--- config.mk ---
export PLATFORM = sky130hd
export DESIGN_NAME = four_digit_scanned_display_counter
export DESIGN_NICKNAME = d
export VERILOG_FILES = /design/src/design/fdsdc_pkg.sv /design/src/design/four_digit_scanned_display_counter.sv /design/src/design/fdsdc_bcd_counter.sv
export SDC_FILE = /design/constraint.sdc
export NUM_CORES = 1
export LEC_CHECK = 0
export ABC_CLOCK_PERIOD_IN_PS = 3390
export BUFFER_PORTS_ARGS = -buffer_cell sky130_fd_sc_hd__clkbuf_2
export CORE_MARGIN = 8
export CORE_UTILIZATION = 55
export DETAILED_ROUTE_END_ITERATION = 7
export GPL_ROUTABILITY_DRIVEN = 0
export PLACE_DENSITY = 0.85
export SKIP_LAST_GASP = 1
export SYNTH_ARGS = -nofsm -noshare
export SYNTH_HDL_FRONTEND = slang
export SYNTH_SLANG_ARGS = --single-unit
--- constraint.sdc ---
create_clock -name clk_i -period 3.39 [get_ports clk_i]
set_input_delay 0.1695 -clock clk_i [delete_from_list [all_inputs] [get_ports clk_i]]
set_output_delay 0.1695 -clock clk_i [all_outputs]
set_load 0.02 [all_outputs]
--- src/design/fdsdc_pkg.sv ---
// Package for the scanned display counter: shared types, register
// indexes, count limits and the seven-segment decode.
// No dependencies.
package fdsdc_pkg;

  // Count width and limits
  localparam int unsigned CountW       = 14;
  localparam int unsigned NumBcdDigits = 4;
  localparam logic [CountW-1:0] CountMax = 14'd9999;

  // Configuration port
  localparam int unsigned CfgIdxW  = 2;
  localparam int unsigned CfgDataW = 8;
  localparam logic [CfgIdxW-1:0] CfgDwellTicks = 2'd0;
  localparam logic [CfgIdxW-1:0] CfgHoldPasses = 2'd1;

  // Register reset values
  localparam logic [CfgDataW-1:0] DwellTicksRst = 8'd1;
  localparam logic [CfgDataW-1:0] HoldPassesRst = 8'd21;

  typedef logic [3:0] bcd_digit_t;
  typedef logic [NumBcdDigits-1:0][3:0] bcd_word_t;

  // Step command for the counter
  typedef struct packed {
    logic inc;
    logic dec;
  } step_cmd_t;

  // Segment decode, bit7 = a ... bit1 = g, bit0 = dp
  function automatic logic [7:0] seg_decode(input bcd_digit_t digit);
    logic [7:0] seg;
    case (digit)
      4'd0:    seg = 8'hfc;
      4'd1:    seg = 8'h60;
      4'd2:    seg = 8'hda;
      4'd3:    seg = 8'hf2;
      4'd4:    seg = 8'h66;
      4'd5:    seg = 8'hb6;
      4'd6:    seg = 8'hbe;
      4'd7:    seg = 8'he0;
      4'd8:    seg = 8'hfe;
      4'd9:    seg = 8'hf6;
      default: seg = 8'h00;
    endcase
    return seg;
  endfunction

endpackage

--- src/design/four_digit_scanned_display_counter.sv ---
// Top level of the scanned display counter: tick input, scan and hold
// control, two-entry output buffer and configuration registers.
// Depends on fdsdc_pkg and fdsdc_bcd_counter.
//
//  channel | direction | handshake              | payload
//  --------+-----------+------------------------+------------------------------------
//  in      | input     | in_valid_i / in_stall_o | up_button_level_i, down_button_level_i
//  out     | output    | out_valid_o / out_stall_i | segment_pattern_o, digit_enable_n_o,
//          |           |                        | count_value_o
//  cfg     | input     | cfg_valid_i / cfg_ready_o | cfg_index_i, cfg_data_i
//
// One tick is accepted per cycle while in_stall_o is low; its result is
// registered in the output buffer. The scan and count state update in the
// accepting cycle. A stalled result is held in the output register while a
// second one fills the skid register; the input stalls only when both are full.
// Reset clears count, scan position, hold state and the output buffer.
module four_digit_scanned_display_counter import fdsdc_pkg::*; #(
  parameter int unsigned NUM_DIGITS = 4
) (
  input  logic                clk_i,
  input  logic                rst_ni,
  input  logic                in_valid_i,
  output logic                in_stall_o,
  input  logic                up_button_level_i,
  input  logic                down_button_level_i,
  output logic                out_valid_o,
  input  logic                out_stall_i,
  output logic [7:0]          segment_pattern_o,
  output logic [3:0]          digit_enable_n_o,
  output logic [CountW-1:0]   count_value_o,
  input  logic                cfg_valid_i,
  output logic                cfg_ready_o,
  input  logic [CfgIdxW-1:0]  cfg_index_i,
  input  logic [CfgDataW-1:0] cfg_data_i
);

  localparam int unsigned PosW = $clog2(NUM_DIGITS);
  localparam logic [PosW-1:0] PosLast = PosW'(NUM_DIGITS - 1);

  // Configuration registers
  logic [CfgDataW-1:0] dwell_ticks_q, hold_passes_q;

  assign cfg_ready_o = 1'b1;

  always_ff @(posedge clk_i or negedge rst_ni) begin
    if (!rst_ni) begin
      dwell_ticks_q <= DwellTicksRst;
      hold_passes_q <= HoldPassesRst;
    end else if (cfg_valid_i && cfg_ready_o) begin
      case (cfg_index_i)
        CfgDwellTicks: dwell_ticks_q <= cfg_data_i;
        CfgHoldPasses: hold_passes_q <= cfg_data_i;
        default: ;
      endcase
    end
  end

  // Scan and hold state
  logic [PosW-1:0] pos_q, pos_d;
  logic [7:0]      dwell_cnt_q, dwell_cnt_d;
  logic            holding_q, holding_d;
  logic [7:0]      hold_cnt_q, hold_cnt_d;
  logic            accept;

  // Output buffer
  logic                out_valid_q, skid_valid_q;
  logic [7:0]          seg_q, skid_seg_q;
  logic [3:0]          en_n_q, skid_en_n_q;
  logic [CountW-1:0]   cnt_q, skid_cnt_q;
  logic                out_fire;

  assign in_stall_o = skid_valid_q;
  assign accept     = in_valid_i && !in_stall_o;
  assign out_fire   = out_valid_q && !out_stall_i;

  // Counter
  step_cmd_t         cmd;
  bcd_word_t         digits;
  logic [CountW-1:0] count_next;

  fdsdc_bcd_counter u_counter (
    .clk_i       (clk_i),
    .rst_ni      (rst_ni),
    .cmd_i       (cmd),
    .digits_o    (digits),
    .count_next_o(count_next)
  );

  // Advance dwell, position and hold; issue a step at the end of a pass
  always_comb begin
    logic       up, down;
    logic [7:0] dwell, dwell_inc, hold_inc;
    logic       apply;
    up          = !up_button_level_i;
    down        = !down_button_level_i;
    dwell       = (dwell_ticks_q == '0) ? 8'd1 : dwell_ticks_q;
    dwell_inc   = dwell_cnt_q + 8'd1;
    hold_inc    = hold_cnt_q + 8'd1;
    apply       = 1'b0;
    pos_d       = pos_q;
    dwell_cnt_d = dwell_cnt_q;
    holding_d   = holding_q;
    hold_cnt_d  = hold_cnt_q;
    if (accept) begin
      dwell_cnt_d = dwell_inc;
      if (dwell_inc >= dwell) begin
        dwell_cnt_d = '0;
        if (pos_q >= PosLast) begin
          pos_d = '0;
          if (holding_q) begin
            hold_cnt_d = hold_inc;
            if (hold_inc >= hold_passes_q) begin
              apply      = 1'b1;
              holding_d  = 1'b0;
              hold_cnt_d = '0;
            end
          end else if (up || down) begin
            if (hold_passes_q == '0) begin
              apply = 1'b1;
            end else begin
              holding_d  = 1'b1;
              hold_cnt_d = '0;
            end
          end
        end else begin
          pos_d = pos_q + PosW'(1);
        end
      end
    end
    cmd.inc = apply && up && !down;
    cmd.dec = apply && down && !up;
  end

  always_ff @(posedge clk_i or negedge rst_ni) begin
    if (!rst_ni) begin
      pos_q       <= '0;
      dwell_cnt_q <= '0;
      holding_q   <= 1'b0;
      hold_cnt_q  <= '0;
    end else begin
      pos_q       <= pos_d;
      dwell_cnt_q <= dwell_cnt_d;
      holding_q   <= holding_d;
      hold_cnt_q  <= hold_cnt_d;
    end
  end

  // Decode the lit digit from the count before this tick
  logic [2:0]  weight;
  bcd_digit_t  lit_digit;
  logic [7:0]  seg_new;
  logic [3:0]  en_n_new;

  always_comb begin
    weight    = 3'(NUM_DIGITS - 1) - 3'(pos_q);
    en_n_new  = 4'hf;
    lit_digit = 4'd0;
    if (weight < 3'd4) begin
      en_n_new[weight[1:0]] = 1'b0;
      lit_digit             = digits[weight[1:0]];
    end
    seg_new = seg_decode(lit_digit);
  end

  // Output buffer control
  always_ff @(posedge clk_i or negedge rst_ni) begin
    if (!rst_ni) begin
      out_valid_q  <= 1'b0;
      skid_valid_q <= 1'b0;
    end else if (skid_valid_q) begin
      if (out_fire) begin
        skid_valid_q <= 1'b0;
      end
    end else if (accept) begin
      if (out_valid_q && !out_fire) begin
        skid_valid_q <= 1'b1;
      end else begin
        out_valid_q <= 1'b1;
      end
    end else if (out_fire) begin
      out_valid_q <= 1'b0;
    end
  end

  // Output buffer payload
  always_ff @(posedge clk_i) begin
    if (skid_valid_q) begin
      if (out_fire) begin
        seg_q  <= skid_seg_q;
        en_n_q <= skid_en_n_q;
        cnt_q  <= skid_cnt_q;
      end
    end else if (accept) begin
      if (out_valid_q && !out_fire) begin
        skid_seg_q  <= seg_new;
        skid_en_n_q <= en_n_new;
        skid_cnt_q  <= count_next;
      end else begin
        seg_q  <= seg_new;
        en_n_q <= en_n_new;
        cnt_q  <= count_next;
      end
    end
  end

  assign out_valid_o       = out_valid_q;
  assign segment_pattern_o = seg_q;
  assign digit_enable_n_o  = en_n_q;
  assign count_value_o     = cnt_q;

  // Checks on buffer and scan state
  a_skid_order: assert property (@(posedge clk_i) disable iff (!rst_ni)
    skid_valid_q |-> out_valid_q) else $error("skid entry without head entry");

  a_hold_idle: assert property (@(posedge clk_i) disable iff (!rst_ni)
    !holding_q |-> (hold_cnt_q == '0)) else $error("hold count running while idle");

  a_pos_range: assert property (@(posedge clk_i) disable iff (!rst_ni)
    pos_q <= PosLast) else $error("scan position out of range");

  a_no_step_mid_pass: assert property (@(posedge clk_i) disable iff (!rst_ni)
    (cmd.inc || cmd.dec) |-> (accept && pos_d == '0))
    else $error("count stepped away from the end of a pass");

endmodule

--- src/design/fdsdc_bcd_counter.sv ---
// Saturating up/down counter kept both in binary and as decimal digits.
// Depends on fdsdc_pkg.
module fdsdc_bcd_counter import fdsdc_pkg::*; (
  input  logic              clk_i,
  input  logic              rst_ni,
  input  step_cmd_t         cmd_i,
  output bcd_word_t         digits_o,
  output logic [CountW-1:0] count_next_o
);

  logic [CountW-1:0] count_q, count_d;
  bcd_word_t         digits_q, digits_d;

  // Step the decimal digits with a ripple carry or borrow
  always_comb begin
    logic carry;
    count_d  = count_q;
    digits_d = digits_q;
    carry    = 1'b1;
    if (cmd_i.inc && !cmd_i.dec && count_q < CountMax) begin
      count_d = count_q + 14'd1;
      for (int i = 0; i < NumBcdDigits; i++) begin
        if (carry) begin
          if (digits_q[i] == 4'd9) begin
            digits_d[i] = 4'd0;
          end else begin
            digits_d[i] = digits_q[i] + 4'd1;
            carry       = 1'b0;
          end
        end
      end
    end else if (cmd_i.dec && !cmd_i.inc && count_q != '0) begin
      count_d = count_q - 14'd1;
      for (int i = 0; i < NumBcdDigits; i++) begin
        if (carry) begin
          if (digits_q[i] == 4'd0) begin
            digits_d[i] = 4'd9;
          end else begin
            digits_d[i] = digits_q[i] - 4'd1;
            carry       = 1'b0;
          end
        end
      end
    end
  end

  always_ff @(posedge clk_i or negedge rst_ni) begin
    if (!rst_ni) begin
      count_q  <= '0;
      digits_q <= '0;
    end else begin
      count_q  <= count_d;
      digits_q <= digits_d;
    end
  end

  assign digits_o     = digits_q;
  assign count_next_o = count_d;

  // Count stays in range and the two forms agree
  a_count_range: assert property (@(posedge clk_i) disable iff (!rst_ni)
    count_q <= CountMax) else $error("count above full scale");

  a_bcd_match: assert property (@(posedge clk_i) disable iff (!rst_ni)
    count_q == 14'(digits_q[3] * 1000 + digits_q[2] * 100 + digits_q[1] * 10
                   + digits_q[0])) else $error("decimal digits out of step");

  a_step_one: assert property (@(posedge clk_i) disable iff (!rst_ni)
    (!cmd_i.inc && !cmd_i.dec) |=> $stable(count_q))
    else $error("count moved without a step command");

endmodule
==> flow_summary.yaml <==
power_and_ir_drop:
  p_leak_uw: 0.003692
  ir_drop_v: 0.0004032
  cellPowerDensity_nw_per_um2: 621.3
  finalPower_uw: 5160
route:
  dr.max_layer_used: "met4"
  met2_wirelength_um: 9547
  routed_wl_um: 18230
  drtPass1Iterations: 7
  drc: 0
  met1_length_um: 6474
  routed-wl-met3_um: 1184
  via_count: 5426
  drtIter0Drc: 561
  viasPerCell: 6.384
  route.antenna.remaining_nets: 0
  drt-wirelength-per-cell_um: 21.45
finish:
  area_growth_pct: 32.44
  nets: 741
  antenna_cells: 0
  regArea_um2: 3183
  multi_input_area_um2: 3337
  drive_above_1_share: 0.3678
  nFillCells: 673
  post-route-util: 0.7368
clock_network:
  cts_made_buffers: 17
  htreeDepth: 4
  insertion_delay_ns: 0.42
  cts.path.max_buffers: 2
  path_clk_slew_ns: 0.06
  clock-sinks: 117
  cts_root_buf: "clkbuf_16"
  cts_tree: "built"
synth:
  synth_top_family_by_area: "simple AND/OR/NAND/NOR gates"
  synth-compound-area-share: 0.1099
  synth_cell_types: 61
  ys_seq_elements: 117
  synthCells: 582
  synthMuxAreaShare: 0.08021
  yosys.area_share.simple: 0.1550
  synthAdderAreaFrac: 0.05986
  synthXorXnorAreaFrac: 0.04609
  synth_seq_area_share: 0.5076
  async_reset_ff_frac: 0.5726
  ys_warn_count: 0
  synth-edff-count: 50
  syn_area_per_cell_um2: 10.77
  syn_nets: 629
  synth.cell_area_um2: 6271
  ys.flop_type: "dfrtp_1"
sta:
  relSlewSlack: 0.3982
  min_period_over_period: 1.073
  layout_setup_ws_ns: -0.2461
  setup_viol: 33
  fin_hold_ws_ns: 0.006176
  fin_tns_setup_ns: -4.494
  finalHoldViolCount: 0
  timing.fmax_mhz: 275.0
  drv_slew: 0
  tightest_slew_ns: 0.9008
  finalCriticalPeriod_ns: 3.636
  fin_skew_ns: 0.007886
  rsz0062_at_grt: "yes"
global_routing:
  grt_antenna_before_repair: 0
  grt_usage: 0.2036
  grt_pass1_wl_um: 24300
  overflow: 0
  first_global_vias: 5126
  grt_max_degree: 44
setup_path:
  crit_type: "reg -> reg"
  cp_max_fo: 5
  endpoint_kind: "flop"
  required_ns: 3.56
  start_kind: "flop"
  worstPathArrival_ns: 3.80
floorplanning:
  fp.dieW_um: 122.8
  row_count: 39
  die_h_um: 122.8
  initial_core_util: 0.5563
  die_area_um2: 15070
  core_area_um2: 11270
  pin_count: 46
placement:
  place_ws_ns: -0.3839
  dp_hpwl_um: 9551
  io_buffers: 43
outcome:
  outcome: "complete, but fails checks"
  violations: "negative setup slack"
job:
  maxCapViolCount: 0
min_path:
  hp-class: "in -> reg"
==> per-layer routing <==
metal,GRT usage,vias to the layer above
met4,0.1097,0
met3,0.06072,115
met2,0.3524,316
li1,-,2326
met5,0,-
met1,0.2206,2669
==> repair_timing <==
item                       CTS  global route
hold buffers                 7             0
pin swaps                    9            47
hold endpoints to repair    27             0
setup endpoints to repair   45            50
setup buffers                3            31
cloned                       0             0
gates resized for setup     23            77
==> area by class of cell <==
class | instances | area share
Sequential cell | 117 | 0.3832
Clock buffer | 21 | 0.05815
Multi-Input combinational cell | 402 | 0.4018
Timing Repair Buffer | 120 | 0.1074
Tap cell | 143 | 0.02154
Inverter | 36 | 0.01627
Clock inverter | 11 | 0.01160
==> per-stage QoR <==
step                      cells  cell area, um2
after floorplan             582            6287
after global placement      777            6843
after detailed placement    777            6843
after CTS                   819            7641
after global routing        850            8305
final                       850            8305
==> worst max-delay path: stages, from the launching register on <==
cell     delay (ns)
dfrtp_1        0.38
buf_6          0.13
ha_4           0.15
nand3_4        0.09
nor2_4         0.11
xor2_1         0.23
ha_1           0.33
a21oi_2        0.17
nand2_1        0.08
a211o_1        0.32
buf_4          0.15
nor2_4         0.18
buf_4          0.15
nor4_4         0.04
buf_6          0.18
a22oi_2        0.27
xnor2_2        0.12
mux2_2         0.27
==> sequential cells by signal (all words and copies together), names as in the netlist, 7 cells and up <==
register and count:
dwell_cnt_q 8, count_value_o 14, segment_pattern_o 7, skid_cnt_q 14
dwell_ticks_q 8, hold_passes_q 8, hold_cnt_q 8, u_counter.count_q 14
u_counter.digits_o 16, skid_seg_q 7
==> kinds of logic after synthesis <==
kind of cell	count (synthesis)
and+or+nand+nor	187
other	2
AOI/OAI and AO/OA	109
xor gates and xnor gates	33
DFF	117
adders and majority gates	30
buffers and inverters	63
muxes	41
==> synth_stat cells (all sizes together) (9+ instances only) <==
master   n  area share
dfrtp   63        0.25
nand2   57       0.034
edfxtp  50        0.24
o21ai   41       0.033
inv     36       0.022
mux2    34       0.061
ha      30       0.060
nor2    27       0.016
xnor2   24       0.034
a21oi   22       0.018
clkbuf  21       0.013
and3    17       0.017
nand3   14       0.011
nand2b  10       0.010
nor3    10      0.0080
xor2     9       0.013
==> final timing paths <==
check | cells after the start | startpoint | slack [ns] | to
max | 17 | dwell_cnt_q[1] | -0.25 | count_value_o[9]
min | 3 | cfg_data_i[7] | 0.006 | dwell_ticks_q[7]
max reg2reg | 17 | dwell_cnt_q[1] | -0.25 | count_value_o[9]
min reg2reg | 1 | hold_passes_q[1] | 0.53 | hold_passes_q[1]
max in group asynchronous | 3 | rst_ni | 2.07 | u_counter.count_q[10]
min in group asynchronous | 2 | rst_ni | 0.29 | hold_passes_q[1]
==> report_power, final <==
| group | total, uW | switching (uW) | internal [uW] |
|---|---|---|---|
| clock | 1750 | 662 | 1090 |
| sequential | 1950 | 114 | 1830 |
| combinational | 1460 | 886 | 573 |
==> cell usage in the layout (no fill, tap or decap), types with 19 or more instances in the layout <==
| master | count |
|---|---|
| dfrtp_1 | 63 |
| nand2_1 | 55 |
| buf_4 | 53 |
| edfxtp_1 | 50 |
| clkbuf_2 | 43 |
| inv_1 | 36 |
| o21ai_0 | 36 |
| mux2_2 | 31 |
| ha_1 | 27 |
| nor2_1 | 21 |
| clkbuf_16 | 19 |
(Power assumes the default switching activity.)
